<file path="config.mk">
export PLATFORM = sky130hd
export DESIGN_NAME = sqvg_cordic
export DESIGN_NICKNAME = d
export VERILOG_FILES = /design/src/rtl/core/sprite_quad_vertex_generator_unit_assert.svh /design/src/rtl/core/sqvg_pkg.sv /design/src/rtl/core/sqvg_cordic.sv
export SDC_FILE = /design/constraint.sdc
export NUM_CORES = 1
export LEC_CHECK = 0
export ABC_AREA = 1
export BUFFER_PORTS_ARGS = -buffer_cell sky130_fd_sc_hd__buf_2
export CAP_MARGIN = 20
export CORE_UTILIZATION = 45
export CTS_CLUSTER_DIAMETER = 40
export CTS_CLUSTER_SIZE = 40
export DETAILED_ROUTE_END_ITERATION = 10
export PLACE_DENSITY_LB_ADDON = 0.25
export SYNTH_ARGS = -nofsm -noshare
export SYNTH_HDL_FRONTEND = slang
export SYNTH_SLANG_ARGS = --single-unit
</file>
<file path="constraint.sdc">
create_clock -name clock -period 3.8 [get_ports clock]
set_input_delay 0.57 -clock clock [delete_from_list [all_inputs] [get_ports clock]]
set_output_delay 0.57 -clock clock [all_outputs]
set_load 0.01 [all_outputs]
</file>
<file path="src/rtl/core/sprite_quad_vertex_generator_unit_assert.svh">
// Assertion macros for the sprite quad vertex generator.
// Used by the top level; no other dependencies.
`ifndef SPRITE_QUAD_VERTEX_GENERATOR_UNIT_ASSERT_SVH
`define SPRITE_QUAD_VERTEX_GENERATOR_UNIT_ASSERT_SVH

// The consequent must hold in the same cycle as the antecedent.
`define SQVG_ASSERT_IMP(label, clk, rst, ante, cons) \
   label: assert property (@(posedge clk) disable iff (rst) (ante) |-> (cons)) \
      else $error("sqvg: same-cycle check failed");

// The consequent must hold in the cycle after the antecedent.
`define SQVG_ASSERT_NXT(label, clk, rst, ante, cons) \
   label: assert property (@(posedge clk) disable iff (rst) (ante) |=> (cons)) \
      else $error("sqvg: next-cycle check failed");

`endif

</file>
<file path="src/rtl/core/sqvg_pkg.sv">
// Shared types, constants and the CORDIC arctangent table for the
// sprite quad vertex generator. No dependencies.
package sqvg_pkg;

   localparam int CORDIC_STEPS = 16;
   localparam int STEP_W       = $clog2(CORDIC_STEPS);
   localparam int ATAN_IDX_W   = 5;
   localparam logic signed [31:0] CORDIC_GAIN = 32'sd652032874;

   localparam int MAX_QUADS = 4096;
   localparam int QUAD_W    = 13;
   localparam int SLOT_W    = 14;
   localparam int TERM_W    = 62;

   localparam int CSR_INDEX_W = 1;
   localparam int CSR_DATA_W  = 13;
   localparam logic [CSR_INDEX_W-1:0] CSR_FLIP_Y    = 1'b0;
   localparam logic [CSR_INDEX_W-1:0] CSR_MAX_QUADS = 1'b1;

   typedef struct packed {
      logic signed [31:0] center_x;
      logic signed [31:0] center_y;
      logic signed [31:0] width;
      logic signed [31:0] height;
      logic [15:0]        angle;
      logic [31:0]        rgba;
      logic               frame_start;
   } req_payload_type;

   typedef struct packed {
      logic signed [31:0]  vert_x;
      logic signed [31:0]  vert_y;
      logic                tex_u;
      logic                tex_v;
      logic [31:0]         vert_rgba;
      logic [SLOT_W-1:0]   slot;
      logic                flush;
      logic                last;
   } rsp_payload_type;

   // Cosine and sine in Q2.30.
   typedef struct packed {
      logic signed [31:0] cos_v;
      logic signed [31:0] sin_v;
   } trig_type;

   // Sprite geometry after the optional y inversion.
   typedef struct packed {
      logic signed [31:0] center_x;
      logic signed [31:0] center_y;
      logic signed [31:0] width;
      logic signed [31:0] height;
   } geom_type;

   // Partial sums per corner half. The a and c terms carry the centre and the
   // rounding constant; pos is for the positive half offset, neg for the other.
   typedef struct packed {
      logic [TERM_W-1:0] a_pos;
      logic [TERM_W-1:0] a_neg;
      logic [TERM_W-1:0] b_pos;
      logic [TERM_W-1:0] b_neg;
      logic [TERM_W-1:0] c_pos;
      logic [TERM_W-1:0] c_neg;
      logic [TERM_W-1:0] d_pos;
      logic [TERM_W-1:0] d_neg;
   } terms_type;

   // Arctangent of 2^-i in units of 2^-32 turn.
   function automatic logic signed [31:0] atan_turn(input logic [ATAN_IDX_W-1:0] idx);
      logic signed [31:0] r;
      case (idx)
         5'd0:    r = 32'sd536870912;
         5'd1:    r = 32'sd316933405;
         5'd2:    r = 32'sd167458907;
         5'd3:    r = 32'sd85004756;
         5'd4:    r = 32'sd42667331;
         5'd5:    r = 32'sd21354465;
         5'd6:    r = 32'sd10679838;
         5'd7:    r = 32'sd5340245;
         5'd8:    r = 32'sd2670163;
         5'd9:    r = 32'sd1335086;
         5'd10:   r = 32'sd667544;
         5'd11:   r = 32'sd333772;
         5'd12:   r = 32'sd166886;
         5'd13:   r = 32'sd83443;
         5'd14:   r = 32'sd41721;
         5'd15:   r = 32'sd20860;
         5'd16:   r = 32'sd10430;
         5'd17:   r = 32'sd5215;
         5'd18:   r = 32'sd2607;
         5'd19:   r = 32'sd1303;
         5'd20:   r = 32'sd651;
         5'd21:   r = 32'sd325;
         5'd22:   r = 32'sd162;
         5'd23:   r = 32'sd81;
         default: r = 32'sd0;
      endcase
      return r;
   endfunction

endpackage

</file>
<file path="src/rtl/core/sqvg_cordic.sv">
// Iterative rotation-mode CORDIC: one micro-rotation per cycle.
// Depends on sqvg_pkg for the step count, gain and arctangent table.
module sqvg_cordic
   import sqvg_pkg::*;
(
   input  logic        clock,
   input  logic        reset,
   input  logic        start,
   input  logic [15:0] angle,
   output logic        done,
   output trig_type    trig
);

   logic signed [31:0] x_ff, x_in;
   logic signed [31:0] y_ff, y_in;
   logic signed [31:0] z_ff, z_in;
   logic [1:0]         quad_ff, quad_in;
   logic [STEP_W-1:0]  step_ff, step_in;
   logic               busy_ff, busy_in;
   logic               done_ff, done_in;

   logic [15:0]        turned;
   logic [14:0]        residue;
   logic signed [31:0] dx, dy, atan_v;

   always_comb begin
      // Rotate the circle by an eighth turn so the residue is centred on zero.
      turned  = angle + 16'd8192;
      residue = {1'b0, turned[13:0]} - 15'd8192;
      dx      = y_ff >>> step_ff;
      dy      = x_ff >>> step_ff;
      atan_v  = atan_turn(ATAN_IDX_W'(step_ff));

      x_in    = x_ff;
      y_in    = y_ff;
      z_in    = z_ff;
      quad_in = quad_ff;
      step_in = step_ff;
      busy_in = busy_ff;
      done_in = 1'b0;

      if (start) begin
         x_in    = CORDIC_GAIN;
         y_in    = '0;
         z_in    = {residue[14], residue, 16'b0};
         quad_in = turned[15:14];
         step_in = '0;
         busy_in = 1'b1;
      end else if (busy_ff) begin
         if (!z_ff[31]) begin
            x_in = x_ff - dx;
            y_in = y_ff + dy;
            z_in = z_ff - atan_v;
         end else begin
            x_in = x_ff + dx;
            y_in = y_ff - dy;
            z_in = z_ff + atan_v;
         end
         step_in = step_ff + 1'b1;
         if (step_ff == STEP_W'(CORDIC_STEPS - 1)) begin
            busy_in = 1'b0;
            done_in = 1'b1;
         end
      end
   end

   always_ff @(posedge clock) begin
      if (reset) begin
         busy_ff <= 1'b0;
         done_ff <= 1'b0;
      end else begin
         busy_ff <= busy_in;
         done_ff <= done_in;
      end
      x_ff    <= x_in;
      y_ff    <= y_in;
      z_ff    <= z_in;
      quad_ff <= quad_in;
      step_ff <= step_in;
   end

   always_comb begin
      case (quad_ff)
         2'd0: begin
            trig.cos_v = x_ff;
            trig.sin_v = y_ff;
         end
         2'd1: begin
            trig.cos_v = -y_ff;
            trig.sin_v = x_ff;
         end
         2'd2: begin
            trig.cos_v = -x_ff;
            trig.sin_v = -y_ff;
         end
         default: begin
            trig.cos_v = y_ff;
            trig.sin_v = -x_ff;
         end
      endcase
   end

   assign done = done_ff;

endmodule

</file>
Word-level counts from Yosys, hierarchy flattened
Memory sizes are Yosys's and may differ from the RTL's. A register that Yosys moved wholly into a read port is not among the register bits.
Cells that the tools add are included.
{"block": "op_classes", "add_sub_neg": 11, "n_mul": 0, "div": 0, "n_lt_le_gt_ge": 0, "n_eq_ne": 3, "shift": 2, "n_mux": 12, "bitwise_logic": 1, "reduce_logical": 3}
{"operator": "64-bit case mux with 3 select lines", "n": 1}
{"operator": "32-bit two-way mux", "n": 5}
{"operator": "32-bit adder", "n": 3}
{"operator": "32-bit subtractor", "n": 3}
{"operator": "32-bit negation", "n": 2}
{"operator": "32-bit by 4-bit >>> shifter with 32-bit output", "n": 2}
{"operator": "16-bit by 14-bit adder with 16-bit output (second input constant)", "n": 1}
{"operator": "14-bit by 14-bit subtractor with 15-bit output (second input constant)", "n": 1}
{"operator": "4-bit two-way mux", "n": 2}
{"operator": "4-bit by 1-bit adder with 4-bit output (second input constant)", "n": 1}
{"operator": "4-bit equality test (second input constant)", "n": 1}
{"operator": "1-bit two-way mux", "n": 4}
{"operator": "3-bit OR reduction", "n": 1}
{"operator": "2-bit by 1-bit equality test with 1-bit output (second input constant)", "n": 1}
{"operator": "2-bit equality test (second input constant)", "n": 1}
{"operator": "2-bit logical NOT", "n": 1}
{"operator": "2-bit nonzero test", "n": 1}
{"operator": "1-bit NOT", "n": 1}
{"block": "word_totals", "reg_bits": 104, "latch_bits": 0, "ramBits": 0, "mem_bits_ro": 480, "in_bits": 19, "output_inout_bits": 65, "wordCells": 41, "n_memories": 1}
{"memory": "(name not given)", "words": 16, "width": 30, "rd": 1, "rd_clocked_by_memory_dff": 1, "wr": 0, "line_no": "sqvg_pkg.sv:71", "text": "case (idx)"}

Logic depth before layout (Yosys ltp)
{"block": "depth", "ltp_word": 4, "depth_mapped": 32, "mapped_depth_nobuf": 31}

Worst setup path after synthesis
OpenSTA, ideal clock, no wires.
{"block": "synth_timing", "kind": "register to register", "start": "reg step_ff[1]", "end": "reg y_ff[25]", "setup_time_ns": 0.074, "t_arrival_ns": 3.779, "t_required_ns": 3.726, "path_slack_ns": -0.053, "path_stages_with_launch": 28, "n_path_buf": 2, "period_less_slack_ns": 3.853, "cell_sequence": "dfxtp_1 -> buf_6 -> clkinv_2 -> buf_2 -> nand3_1 -> nand3_1 -> nand2_1 -> o21ai_0 -> ha_1 -> inv_1 -> nor3_4 -> nand2_2 -> nor2_4 -> a31oi_1 -> xor2_1 -> ha_1 -> a21oi_1 -> inv_1 -> a31oi_1 -> a21boi_0 -> inv_1 -> nand2_1 -> nand2_1 -> a21boi_0 -> o21ai_0 -> nand2_1 -> nand2_1 -> o21ai_0"}
{"block": "synth_between", "elab_chain_len": 3, "word_cells_on_any_way": 4, "classes_between": "add/sub: 2; shift: 1; mux: 1"}
{"element": "from (decl)", "line_no": "sqvg_cordic.sv:18", "text": "logic [STEP_W-1:0] step_ff, step_in;"}
{"element": "from (signal assigned)", "line_no": "sqvg_cordic.sv:79", "text": "step_ff <= step_in;"}
{"element": "32-bit by 4-bit >>> shifter with 32-bit output (*)", "line_no": "sqvg_cordic.sv:31", "text": "dy = x_ff >>> step_ff;"}
{"element": "32-bit adder or 32-bit subtractor (tied branches)", "line_no": "sqvg_cordic.sv:52, sqvg_cordic.sv:56"}
{"element": "32-bit two-way mux (*)", "line_no": "sqvg_cordic.sv:50", "text": "if (!z_ff[31]) begin"}
{"element": "to (signal assigned)", "line_no": "sqvg_cordic.sv:76", "text": "y_ff <= y_in;"}
{"element": "to (decl)", "line_no": "sqvg_cordic.sv:15", "text": "logic signed [31:0] y_ff, y_in;"}
Every way passes the cells marked *; elsewhere a longest branch is shown, timed or not.
A chain may end at the register's enable or synchronous reset.

Final worst setup path
{"block": "layout_timing", "start": "reg step_ff[0]", "end": "reg x_ff[26]"}
{"block": "layout_between", "elab_chain_len": 3, "word_cells_on_any_way": 4, "classes_between": "add/sub: 2; shift: 1; mux: 1"}
{"element": "32-bit by 4-bit >>> shifter with 32-bit output (*)", "line_no": "sqvg_cordic.sv:30", "text": "dx = y_ff >>> step_ff;"}
{"element": "32-bit subtractor or 32-bit adder (tied branches)", "line_no": "sqvg_cordic.sv:51, sqvg_cordic.sv:55"}
{"element": "32-bit two-way mux (*)", "line_no": "sqvg_cordic.sv:50"}
{"element": "to (signal assigned)", "line_no": "sqvg_cordic.sv:75", "text": "x_ff <= x_in;"}
{"element": "to (decl)", "line_no": "sqvg_cordic.sv:14", "text": "logic signed [31:0] x_ff, x_in;"}
Marked as above.

==> run_results.csv <==
group,metric,value,unit
layout,fin_util,0.7055,
status,violations,"negative setup slack",
global_route,grt_pass1_wl,127.0,mm
timing,whs,0.3308,ns
placed_design,dp_hpwl,64.34,mm
critical_path,worstPathArrival,4.79,ns
synth,synth_edf_count,18,
critical_path,cp_common_cell,"nand2_2",
route,initialDrtViolationCount,2187,
synth,async_flop_share,0,
critical_path,critical_path_buf_inv_count,9,
timing,slew_headroom,0.1964,
synth,ys_warn_count,0,
synth,synth_top_family_by_area,"simple AND/OR/NAND/NOR gates",
critical_path,start_kind,"flop",
route,ant_nets,0,
synth,synth_cells,3027,
clock_tree,cts.sinks,134,
critical_path,critical_path_class,"reg2reg",
global_route,grt_start_max_net_pins,53,
layout,design_area,27460,um2
synth,synth_cell_types,61,
critical_path,cpMaxStageDelayCell,"dfxtp_4",
synth,synth_xor_area_frac,0.08149,
route,viasPerCell,5.781,
timing,slew_viol_final,0,
critical_path,crit_fanout,7,
global_route,grt_pass1_vias,24009,
power_and_ir_drop,power.density,1053,nW/um2
synth,synth.net_count,3163,
clock_tree,cts.root.buffer_cell,"clkbuf_16",
timing,final.setup.worst_slack,-0.6369,ns
global_route,grt.overflow.total,0,
clock_tree,numCtsBuffers,17,
layout,drive_gt1_frac,0.3789,
route,wirelength,86.75,mm
global_route,antenna_found_initial,1,
timing,final-hold-violation-count,0,
synth,synthAdderAreaFrac,0.08331,
synth,synth.most_common_cell,"nand2_1",
clock_tree,path_clk_slew,0.07,ns
floorplanning,die_h,201.1,um
layout,area_delta_synth_final,53.88,%
min_path,min_path_type,"in2reg",
floorplanning,start_util,0.4585,
power_and_ir_drop,ir_drop,0.6650,mV
route,wl_per_cell,20.34,um
floorplanning,dieArea,40450,um2
run,maxCapViolations,0,
layout,n_antenna_cell,0,
floorplanning,die_x,201.1,um
layout,num-nets-final,3871,
synth,synth_top_area_share,0.1685,
global_route,track_usage,0.4049,
synth,synthSimpleGateAreaFrac,0.3838,
timing,finalCritPeriodShare,1.168,
synth,syn_area_per_cell,5.894,um2
synth,ys_ff_latch,134,
route,dr.pass1.iters,6,
critical_path,crit_family,"simple AND/OR/NAND/NOR gates",
synth,synth.largest_area_cell,"nand2_1",
critical_path,worstSetupEndpointType,"flop",
floorplanning,rows,72,
synth,ys_top_cells_by_count,"nand2_1 (801), nand3_1 (384), inv_1 (318)",
route,vias,24663,
timing,min_period,4.437,ns
timing,max_freq,0.2254,GHz
clock_tree,cts_tree,"yes",
timing,setup_viol,41,
placed_design,io_buffers,83,
timing,skew,0.01437,ns
floorplanning,core,38920,um2
synth,muxShareOfSynthArea,0,
synth,synth-compound-area-share,0.1848,
placed_design,postPlaceCellArea,23190,um2
clock_tree,h-tree-depth,4,
route,drc,0,
clock_tree,clock_latency,0.48,ns
placed_design,gp_congestion,1.014,
synth,syn-cell-area,17840,um2
timing,rsz0062_at_grt,"true",
status,outcome,"finished with violations",
clock_tree,clockBufferDepth,2,
synth,synthFlopType,"dfxtp_1",
placed_design,preCtsSetupSlack,-0.9313,ns
synth,synth_area_leaders,"nand2_1 (17%), dfxtp_1 (13%), nand3_1 (11%), ha_1 (8.0%), inv_1 (6.7%)",
power_and_ir_drop,p_leak,13.32,nW
critical_path,cpPeakStageDelay,0.40,ns
timing,worstMarginPinSlew,1.204,ns
synth,yosysSeqAreaShare,0.1604,
floorplanning,io_pins,84,
critical_path,required,4.15,ns
==> report_power, final <==
group / switching [mW] / total [mW] / internal (mW) / leakage [nW]
combinational: 13.3 / 24.6 / 11.3 / 11.9
sequential: 0.520 / 2.34 / 1.82 / 1.14
clock: 0.750 / 1.93 / 1.18 / 0.314
==> layer usage <==
metal	track usage	up-vias	share of wire
li1	-	11590	-
met1	0.4634	11494	0.38
met2	0.7043	1221	0.48
met4	0.2579	0	0.067
met3	0.06009	358	0.074
met5	0	-	0
==> state kept, by name (all words and copies together), names as in the netlist <==
| register | flops |
|---|---|
| y_ff | 32 |
| atan_v | 30 |
| busy_ff | 1 |
| done | 1 |
| step_ff | 4 |
| x_ff | 32 |
| z_ff | 32 |
| quad_ff | 2 |
==> path summary, 6_finish.rpt <==
path	startpoint	to	slack, ns	cells past startpoint
max	step_ff[0]	x_ff[26]	-0.64	31
min reg2reg	z_ff[4]	z_ff[4]	0.47	2
min	reset	busy_ff	0.33	2
max reg2reg	step_ff[0]	x_ff[26]	-0.64	31
==> through the flow <==
step                      std cells  setup TNS, ns  total power, mW
after CTS                      4211         -6.071            25.46
after global routing           4266         -23.32            30.55
after floorplan                3027              0            11.82
after global placement         4127         -17.89            20.61
after detailed placement       4127         -21.44            20.90
final                          4266         -14.58            28.90
==> logic make-up after synthesis <==
family	Yosys count
and+or+nand+nor	1584
AOI/OAI and AO/OA	557
buffers and inverters	469
xor gates and xnor gates	166
DFF	134
adders and majority gates	117
==> layout by cell type, fill, tap and decap left out, types with 12 or more instances in the layout <==
cell type	instances
o21a_1	16
ha_1	88
o22ai_1	46
xor2_1	93
nor2_4	30
o21ai_2	34
inv_1	285
o2111ai_1	16
nor3_4	12
buf_2	82
inv_2	37
nand4_1	38
buf_6	26
nor2_1	197
ha_4	23
dfxtp_1	106
nor3_1	20
edfxtp_1	18
a21oi_2	54
nand2_2	110
nand2_1	685
o21ai_1	38
a21oi_1	110
nand3_1	297
nor2_2	41
a31oi_1	22
clkbuf_16	17
o221ai_1	13
xnor2_1	55
nor3_2	13
nand3_2	82
nand2_4	17
buf_12	14
buf_4	698
o21ai_0	108
==> worst reg2reg max path, delay by kind of cell, from the launching register on <==
kind                       cells  cell delay, ns
and+or+nand+nor               14            1.50
AOI/OAI and AO/OA              6            1.00
xor gates and xnor gates       1            0.17
adders and majority gates      1            0.17
buffers and inverters          9            1.06
DFF                            1            0.40
==> layout make-up <==
cell class / instances / area [um2]
multi-input cells: 2424 / 15660
fillers: 3356 / 11460
repair buffers: 824 / 6319
flip-flops and latches: 134 / 2885
inverters: 334 / 1294
well taps: 518 / 648.1
clock buffers: 20 / 446.7
clock inverters: 12 / 202.7
==> repair_timing <==
| action | CTS | global route |
|---|---|---|
| hold buffers | 0 | 0 |
| setup endpoints to repair | 63 | 81 |
| setup buffers | 50 | 55 |
| pin swaps | 99 | 148 |
| resized for setup | 378 | 320 |
| cloned | 2 | 0 |
(Power assumes the default switching activity.)
