==> src/rtl/core/sprite_quad_vertex_generator_unit_assert.svh <==
// Assertion macros for the sprite quad vertex generator.
// Used by the top level; no other dependencies.
`ifndef SPRITE_QUAD_VERTEX_GENERATOR_UNIT_ASSERT_SVH
`define SPRITE_QUAD_VERTEX_GENERATOR_UNIT_ASSERT_SVH

// The consequent must hold in the same cycle as the antecedent.
`define SQVG_ASSERT_IMP(label, clk, rst, ante, cons) \
   label: assert property (@(posedge clk) disable iff (rst) (ante) |-> (cons)) \
      else $error("sqvg: same-cycle check failed");

// The consequent must hold in the cycle after the antecedent.
`define SQVG_ASSERT_NXT(label, clk, rst, ante, cons) \
   label: assert property (@(posedge clk) disable iff (rst) (ante) |=> (cons)) \
      else $error("sqvg: next-cycle check failed");

`endif

==> src/rtl/core/sqvg_pkg.sv <==
// Shared types, constants and the CORDIC arctangent table for the
// sprite quad vertex generator. No dependencies.
package sqvg_pkg;

   localparam int CORDIC_STEPS = 16;
   localparam int STEP_W       = $clog2(CORDIC_STEPS);
   localparam int ATAN_IDX_W   = 5;
   localparam logic signed [31:0] CORDIC_GAIN = 32'sd652032874;

   localparam int MAX_QUADS = 4096;
   localparam int QUAD_W    = 13;
   localparam int SLOT_W    = 14;
   localparam int TERM_W    = 62;

   localparam int CSR_INDEX_W = 1;
   localparam int CSR_DATA_W  = 13;
   localparam logic [CSR_INDEX_W-1:0] CSR_FLIP_Y    = 1'b0;
   localparam logic [CSR_INDEX_W-1:0] CSR_MAX_QUADS = 1'b1;

   typedef struct packed {
      logic signed [31:0] center_x;
      logic signed [31:0] center_y;
      logic signed [31:0] width;
      logic signed [31:0] height;
      logic [15:0]        angle;
      logic [31:0]        rgba;
      logic               frame_start;
   } req_payload_type;

   typedef struct packed {
      logic signed [31:0]  vert_x;
      logic signed [31:0]  vert_y;
      logic                tex_u;
      logic                tex_v;
      logic [31:0]         vert_rgba;
      logic [SLOT_W-1:0]   slot;
      logic                flush;
      logic                last;
   } rsp_payload_type;

   // Cosine and sine in Q2.30.
   typedef struct packed {
      logic signed [31:0] cos_v;
      logic signed [31:0] sin_v;
   } trig_type;

   // Sprite geometry after the optional y inversion.
   typedef struct packed {
      logic signed [31:0] center_x;
      logic signed [31:0] center_y;
      logic signed [31:0] width;
      logic signed [31:0] height;
   } geom_type;

   // Partial sums per corner half. The a and c terms carry the centre and the
   // rounding constant; pos is for the positive half offset, neg for the other.
   typedef struct packed {
      logic [TERM_W-1:0] a_pos;
      logic [TERM_W-1:0] a_neg;
      logic [TERM_W-1:0] b_pos;
      logic [TERM_W-1:0] b_neg;
      logic [TERM_W-1:0] c_pos;
      logic [TERM_W-1:0] c_neg;
      logic [TERM_W-1:0] d_pos;
      logic [TERM_W-1:0] d_neg;
   } terms_type;

   // Arctangent of 2^-i in units of 2^-32 turn.
   function automatic logic signed [31:0] atan_turn(input logic [ATAN_IDX_W-1:0] idx);
      logic signed [31:0] r;
      case (idx)
         5'd0:    r = 32'sd536870912;
         5'd1:    r = 32'sd316933405;
         5'd2:    r = 32'sd167458907;
         5'd3:    r = 32'sd85004756;
         5'd4:    r = 32'sd42667331;
         5'd5:    r = 32'sd21354465;
         5'd6:    r = 32'sd10679838;
         5'd7:    r = 32'sd5340245;
         5'd8:    r = 32'sd2670163;
         5'd9:    r = 32'sd1335086;
         5'd10:   r = 32'sd667544;
         5'd11:   r = 32'sd333772;
         5'd12:   r = 32'sd166886;
         5'd13:   r = 32'sd83443;
         5'd14:   r = 32'sd41721;
         5'd15:   r = 32'sd20860;
         5'd16:   r = 32'sd10430;
         5'd17:   r = 32'sd5215;
         5'd18:   r = 32'sd2607;
         5'd19:   r = 32'sd1303;
         5'd20:   r = 32'sd651;
         5'd21:   r = 32'sd325;
         5'd22:   r = 32'sd162;
         5'd23:   r = 32'sd81;
         default: r = 32'sd0;
      endcase
      return r;
   endfunction

endpackage

==> src/rtl/core/sqvg_expand.sv <==
// Shared 32x32 multiplier that forms the four half-size by trig products
// and folds them into per-corner partial sums. Depends on sqvg_pkg.
module sqvg_expand
   import sqvg_pkg::*;
(
   input  logic      clock,
   input  logic      reset,
   input  logic      start,
   input  trig_type  trig,
   input  geom_type  geom,
   output logic      done,
   output terms_type terms
);

   // Product order through the multiplier.
   localparam logic [1:0] PROD_XC = 2'd0;   // half width times cos
   localparam logic [1:0] PROD_XS = 2'd1;   // half width times sin
   localparam logic [1:0] PROD_YS = 2'd2;   // half height times sin
   localparam logic [1:0] PROD_YC = 2'd3;   // half height times cos

   logic [1:0]         issue_ff, issue_in;
   logic               issue_busy_ff, issue_busy_in;
   logic signed [63:0] prod_ff, prod_in;
   logic [1:0]         prod_sel_ff, prod_sel_in;
   logic               prod_valid_ff, prod_valid_in;
   terms_type          terms_ff, terms_in;
   logic               done_ff, done_in;

   logic signed [31:0] half_w, half_h, op_a, op_b, post_trig;
   logic [TERM_W-1:0]  off_x, off_y, off_v, p_v, corr_v, pos_v, neg_v;
   logic               odd_bit;

   // Floor halves of the positive corner offsets. The negative offsets are
   // -half - lsb, which the post stage applies to the product.
   assign half_w = geom.width  >>> 1;
   assign half_h = geom.height >>> 1;
   assign off_x  = {geom.center_x, 1'b1, 29'b0};
   assign off_y  = {geom.center_y, 1'b1, 29'b0};

   always_comb begin
      op_a = issue_ff[1] ? half_h : half_w;
      op_b = (issue_ff == PROD_XS || issue_ff == PROD_YS) ? trig.sin_v : trig.cos_v;
      prod_in = op_a * op_b;

      issue_in      = issue_ff;
      issue_busy_in = issue_busy_ff;
      prod_valid_in = 1'b0;
      prod_sel_in   = issue_ff;
      if (start) begin
         issue_in      = PROD_XC;
         issue_busy_in = 1'b1;
      end else if (issue_busy_ff) begin
         prod_valid_in = 1'b1;
         issue_in      = issue_ff + 1'b1;
         if (issue_ff == PROD_YC) begin
            issue_busy_in = 1'b0;
         end
      end
   end

   always_comb begin
      post_trig = (prod_sel_ff == PROD_XS || prod_sel_ff == PROD_YS) ?
                  trig.sin_v : trig.cos_v;
      odd_bit   = prod_sel_ff[1] ? geom.height[0] : geom.width[0];
      unique case (prod_sel_ff)
         PROD_XC: off_v = off_x;
         PROD_XS: off_v = off_y;
         PROD_YS: off_v = '0;
         PROD_YC: off_v = '0;
      endcase
      p_v    = prod_ff[TERM_W-1:0];
      corr_v = odd_bit ? {{(TERM_W-32){post_trig[31]}}, post_trig} : '0;
      pos_v  = off_v + p_v;
      neg_v  = off_v - p_v - corr_v;

      terms_in = terms_ff;
      done_in  = 1'b0;
      if (prod_valid_ff) begin
         unique case (prod_sel_ff)
            PROD_XC: begin
               terms_in.a_pos = pos_v;
               terms_in.a_neg = neg_v;
            end
            PROD_XS: begin
               terms_in.c_pos = pos_v;
               terms_in.c_neg = neg_v;
            end
            PROD_YS: begin
               terms_in.b_pos = pos_v;
               terms_in.b_neg = neg_v;
            end
            PROD_YC: begin
               terms_in.d_pos = pos_v;
               terms_in.d_neg = neg_v;
               done_in        = 1'b1;
            end
         endcase
      end
   end

   always_ff @(posedge clock) begin
      if (reset) begin
         issue_busy_ff <= 1'b0;
         prod_valid_ff <= 1'b0;
         done_ff       <= 1'b0;
      end else begin
         issue_busy_ff <= issue_busy_in;
         prod_valid_ff <= prod_valid_in;
         done_ff       <= done_in;
      end
      issue_ff    <= issue_in;
      prod_ff     <= prod_in;
      prod_sel_ff <= prod_sel_in;
      terms_ff    <= terms_in;
   end

   assign done  = done_ff;
   assign terms = terms_ff;

endmodule

==> config.mk <==
export PLATFORM = sky130hd
export DESIGN_NAME = sqvg_expand
export DESIGN_NICKNAME = d
export VERILOG_FILES = /design/src/rtl/core/sprite_quad_vertex_generator_unit_assert.svh /design/src/rtl/core/sqvg_pkg.sv /design/src/rtl/core/sqvg_expand.sv
export SDC_FILE = /design/constraint.sdc
export NUM_CORES = 2
export LEC_CHECK = 0
export ABC_AREA = 1
export CORE_MARGIN = 2
export CORE_UTILIZATION = 30
export CTS_CLUSTER_DIAMETER = 40
export CTS_CLUSTER_SIZE = 14
export DETAILED_ROUTE_END_ITERATION = 10
export DONT_BUFFER_PORTS = 1
export GPL_ROUTABILITY_DRIVEN = 1
export GPL_TIMING_DRIVEN = 0
export PLACE_DENSITY = 0.56
export SETUP_SLACK_MARGIN = 0.3
export SLEW_MARGIN = 5
export SYNTH_ARGS = -nofsm -noshare
export SYNTH_HDL_FRONTEND = slang
export SYNTH_SLANG_ARGS = --single-unit
export TNS_END_PERCENT = 5
==> constraint.sdc <==
create_clock -name clock -period 8.5 [get_ports clock]
set_clock_uncertainty 0.15 [all_clocks]
set_input_delay 0.425 -clock clock [delete_from_list [all_inputs] [get_ports clock]]
set_output_delay 0.425 -clock clock [all_outputs]
set_load 0.02 [all_outputs]
Word level (Yosys, flattened, before mapping)
Index checks and enable logic that the tools add are counted.
{"block": "op_classes", "addsub": 4, "n_mul": 1, "div": 0, "magnitude_cmp": 0, "eq_ne": 6, "shifts": 0, "mux": 11, "bitwise": 1, "reduce_logical": 10}
{"op": "$pmux 62 s3", "count": 1}
{"op": "$sub 62x62->62", "count": 2}
{"op": "$mux 32", "count": 3}
{"op": "$add 62x62->62", "count": 1}
{"op": "$mul 32x32->62", "count": 1}
{"op": "$mux 62", "count": 1}
{"op": "$eq 2x2->1 const B", "count": 4}
{"op": "$reduce_and 2->1", "count": 4}
{"op": "$mux 1", "count": 6}
{"op": "$reduce_or 2->1", "count": 3}
{"op": "$eq 2x1->1 const B", "count": 2}
{"op": "$add 2x1->2 const B", "count": 1}
{"op": "$logic_not 2->1", "count": 1}
{"op": "$logic_or 1x1->1", "count": 2}
{"op": "$not 1->1", "count": 1}
{"block": "word_totals", "regBits": 565, "latchBits": 0, "mem_bits_rw": 0, "rom_bits": 0, "out_inout_bits": 497, "word_cells": 47, "n_memories": 0}

Logic depth before layout (Yosys ltp)
{"block": "depth", "ltp_word": 5, "depth_mapped": 37}

Worst setup path before layout
No wires, ideal clock.
{"block": "synth_timing", "path_kind": "flip-flop to flip-flop", "startpoint": "register issue_ff[0]", "endpoint": "register prod_ff[52]", "arrival_ps": 7764, "setup_slack_ps": 473, "stages_incl_launch_ff": 33, "path_buffers": 3, "synth_period_minus_slack_ps": 8027, "cell_sequence": "dfxtp_1 -> ha_1 -> buf_6 -> buf_2 -> o21ai_2 -> inv_1 -> buf_2 -> nor2_1 -> fa_1 -> inv_1 -> fa_1 -> inv_1 -> fa_1 -> fa_1 -> inv_1 -> fa_1 -> inv_1 -> fa_1 -> inv_1 -> fa_1 -> fa_1 -> inv_1 -> ha_1 -> nand2_2 -> nor2_2 -> inv_2 -> nor2_2 -> inv_2 -> nor2_2 -> nand3_1 -> or2_1 -> nand4_1 -> nand2_1"}
{"block": "synth_via", "elab_chain_cells": 4, "word_cells_on_any_way": 5, "classes_between": "1 x mul; 2 x eq/ne; 1 x mux; 1 x reduce/logical"}
{"item": "from (decl)", "line_no": "sqvg_expand.sv:21", "source": "logic [1:0] issue_ff, issue_in;"}
{"item": "from (signal assigned)", "line_no": "sqvg_expand.sv:111", "source": "issue_ff <= issue_in;"}
{"item": "$eq 2x1->1 or $eq 2x2->1 (tied branches)", "line_no": "sqvg_expand.sv:42", "source": "op_b = (issue_ff == PROD_XS || issue_ff == PROD_YS) ? trig.sin_v : trig.cos_v;"}
{"item": "$logic_or 1x1->1 *", "line_no": "sqvg_expand.sv:42"}
{"item": "$mux 32 *", "line_no": "sqvg_expand.sv:42"}
{"item": "$mul 32x32->62 *", "line_no": "sqvg_expand.sv:43", "source": "prod_in = op_a * op_b;"}
{"item": "net prod_in[52]", "line_no": "sqvg_expand.sv:23", "source": "logic signed [63:0] prod_ff, prod_in;"}
{"item": "to (signal assigned)", "line_no": "sqvg_expand.sv:112", "source": "prod_ff <= prod_in;"}
{"item": "to (decl)", "line_no": "sqvg_expand.sv:23"}
The timed path passes the listed nets; every way through them passes the cells marked *.
A chain may end at the register's enable or synchronous reset.

Worst setup path in the final report
{"block": "layout_timing", "startpoint": "register issue_ff[0]", "endpoint": "register prod_ff[61]"}
Same word-level chain as after synthesis.

==> out/qor.csv <==
stage;metric;value;unit
critical_path;Setup crit start kind;register;
timing;Pins Over Slew Limit;0;
critical_path;worst reg2reg setup slack;0.33;ns
synth;Post-synth EDFFs;496;
timing;unrepaired setup endpoints after global routing;yes;
synth;Synth Net Count;8069;
timing;Setup violations, final;0;
floorplan;Core Footprint;202000;um2
timing;min Tclk post-route;8.17;ns
synth;yosys warns;0;
routing;drt wl/cell;26.8;um
clocking;Clock Pin Slew Worst Setup and Hold Paths;0.07;ns
routing;DR pass1 iterations;8;
critical_path;r2r worst-path depth;32;
critical_path;Worst Path Arrival;8.54;ns
synth;area share of the largest cell type after synthesis;35.3;%
synth;largest area contributor in the netlist;fa_1;
timing;Slew @ Worst Pin;1.22;ns
clocking;CTS max path bufs;3;
placed_design;PortBufs;0;
global_route;Total GRT Usage;24.0;%
global_route;first-pass GRT wire length;360000;um
floorplan;Initial Util;30.2;%
critical_path;Worst path slowest cell;fa_2;
cells_and_area;fill cell count;20573;
placed_design;gp weighted congestion;1.04;
timing;Hold Slack;0.152;ns
timing;setup TNS;0;ns
synth;Top FF cell, synth;edfxtp_1;
synth;sequential share of the synthesized area;26.6;%
cells_and_area;final instance area;70700;um2
job;count of maximum capacitance violations;0;
synth;synthesized area per cell;9.42;um2
synth;Synth Cell Area;61100;um2
clocking;clk root buf;clkbuf_16;
critical_path;kind of critical path;reg2reg;
global_route;total gr overflow;0;
critical_path;CP required;8.87;ns
global_route;vias in the first global route;49674;
routing;Post-DRT Antenna Nets;0;
routing;vias per std cell;5.05;
timing;Fin. Hold Viols;0;
synth;Yosys cell types;51;
global_route;largest net degree at the start of global routing;91;
critical_path;CP peak stage delay;0.67;ns
critical_path;CP endpoint kind;register;
floorplan;Boundary Pins;692;
clocking;clk_lat worst skew;0.66;ns
placed_design;Post-DP Area;64700;um2
floorplan;num rows;165;
hold_path;Hold Path End;terms[372]$_DFFE_PP_;
cells_and_area;final core utilization;35.0;%
critical_path;CP Max Fanout;5;
synth;ys async rst share;0;%
clocking;CTS tree;built;
cells_and_area;NumNets Final;8315;
clocking;CTS Buf Count;59;
synth;Synth Register Bits;565;
cells_and_area;P&R area growth vs syn;15.7;%
floorplan;DIE WIDTH;455;um
timing;period utilization;96.1;%
clocking;number of H-tree levels;2;
hold_path;hold_sp;trig[32];
routing;via count;47649;
global_route;initial antenna violation count;10;
routing;Total Wirelength;253000;um
synth;largest cells by area after synthesis;fa_1, edfxtp_1, inv_1, nand2_1, ha_1;
clocking;Clock Sinks;565;
synth;cell count after synthesis;6489;
hold_path;Hold Crit Class;in2reg;
cells_and_area;layout cells sized above 1;12.9;%
critical_path;reg2reg start;issue_ff[0]$_SDFFE_PP0P_;
status;status;complete, no violations;
hold_path;hold path cells;2;
routing;DR iter-0 viols;4608;
synth;top-count cell post-synth;inv_1;
routing;DRC viols;0;
placed_design;post-DP HPWL;212000;um
critical_path;most used cell, CP;fa_1;
floorplan;Die Area;207000;um2
timing;max frequency;0.122;GHz
timing;Slew headroom;18.1;%
synth;commonest cells in the netlist;inv_1, nand2_1, fa_1, nor2_1, edfxtp_1;
critical_path;Reg2Reg Capture Point;prod_ff[61]$_DFF_P_;
floorplan;Chip Height;455;um
==> layout by cell type, fill, tap and decap left out, types with 16 or more instances in the layout <==
cell,synthesis,layout
a21oi_1,198,165
a21oi_2,2,31
a22o_1,28,28
buf_12,0,31
buf_2,95,34
buf_4,5,171
buf_6,3,30
buf_8,0,16
clkbuf_1,71,27
clkbuf_16,0,62
clkbuf_2,0,20
clkbuf_4,0,24
clkinvlp_4,0,16
dfxtp_1,69,67
edfxtp_1,496,496
fa_1,1077,1029
fa_2,0,48
ha_1,308,269
ha_4,0,33
inv_1,1416,1379
inv_2,36,38
nand2_1,1149,1128
nand2_2,8,25
nand3_1,142,133
nand4_1,27,27
nor2_1,858,775
nor2_2,16,78
nor2_4,1,22
nor3_1,25,18
o211ai_1,33,33
o21ai_0,135,93
o21ai_1,15,24
o21ai_2,36,17
o21ai_4,0,52
o21bai_1,26,25
xnor2_1,25,24
xor2_1,90,87
==> critical path: cells and delay by family (launching register included) <==
family / cells / cell delay (ns)
fa+ha+maj: 10 / 4.81
buf+inv: 11 / 1.35
simple gates: 8 / 0.78
compound gates: 3 / 0.56
flops: 1 / 0.36
==> layer usage <==
layer / global-route usage [%] / routed length, um / up-vias
met5: 0 / 41 / -
met4: 12.0 / 15800 / 6
met3: 6.03 / 24800 / 564
met2: 39.2 / 117000 / 2625
met1: 29.6 / 95800 / 24299
li1: - / - / 20155
==> sequential cells by signal, summed over array words and instances, names as in the netlist <==
register / count
terms: 496
prod_ff: 62
issue_ff: 2
prod_sel_ff: 2
done: 1
issue_busy_ff: 1
prod_valid_ff: 1
==> area by class of cell <==
class | instances | area (um2) | area share, %
multi-input cells | 4290 | 40300 | 57.0
flip-flops and latches | 565 | 16300 | 23.0
inverters | 1458 | 5630 | 7.96
well taps | 2672 | 3340 | 4.73
repair buffers | 185 | 1890 | 2.67
clock buffers | 70 | 1540 | 2.18
plain buffers | 176 | 1430 | 2.02
clock inverters | 24 | 300 | 0.425
diodes | 2 | 5.00 | 0.00708
==> kinds of logic after synthesis <==
| logic type | synth area share (%) |
|---|---|
| and+or+nand+nor | 14.8 |
| buffers and inverters | 10.3 |
| adders and majority gates | 41.6 |
| DFF | 26.6 |
| AOI/OAI and AO/OA | 5.11 |
| xor gates and xnor gates | 1.65 |
==> how the worst max path moves through the flow <==
stage / start / end / slack, ns / depth (start not counted)
2_1_floorplan: issue_ff[0]$_SDFFE_PP0P_ / prod_ff[52]$_DFF_P_ / 0.47 / 32
3_3_place_gp: issue_ff[1]$_SDFFE_PP0P_ / prod_ff[54]$_DFF_P_ / -2.61 / 29
3_5_place_dp: issue_ff[1]$_SDFFE_PP0P_ / prod_ff[61]$_DFF_P_ / -2.39 / 30
4_1_cts: issue_ff[0]$_SDFFE_PP0P_ / prod_ff[57]$_DFF_P_ / 0.24 / 33
5_1_grt: issue_ff[0]$_SDFFE_PP0P_ / prod_ff[61]$_DFF_P_ / 0.14 / 34
6_report: issue_ff[0]$_SDFFE_PP0P_ / prod_ff[61]$_DFF_P_ / 0.33 / 32
==> metrics by stage <==
stage          worst slack (ns)  instances
2_1_floorplan             0.473       6489
3_3_place_gp              -2.61       9161
3_5_place_dp              -2.39       9169
4_1_cts                   0.242       9367
5_1_grt                   0.138       9441
6_report                  0.331       9442
==> what timing repair did <==
| item | in CTS | in global routing |
|---|---|---|
| gates resized for setup | 434 | 306 |
| endpoints found under the setup margin | 50 | 40 |
| endpoints found under the hold margin | 6 | 0 |
| pin swaps | 44 | 79 |
| gates cloned | 1 | 2 |
| hold buffers | 4 | 0 |
| setup buffers | 99 | 71 |
Power is left out: the tool's default activity adds up to more than one toggle a clock period on the data nets, which glitch-free logic cannot reach.
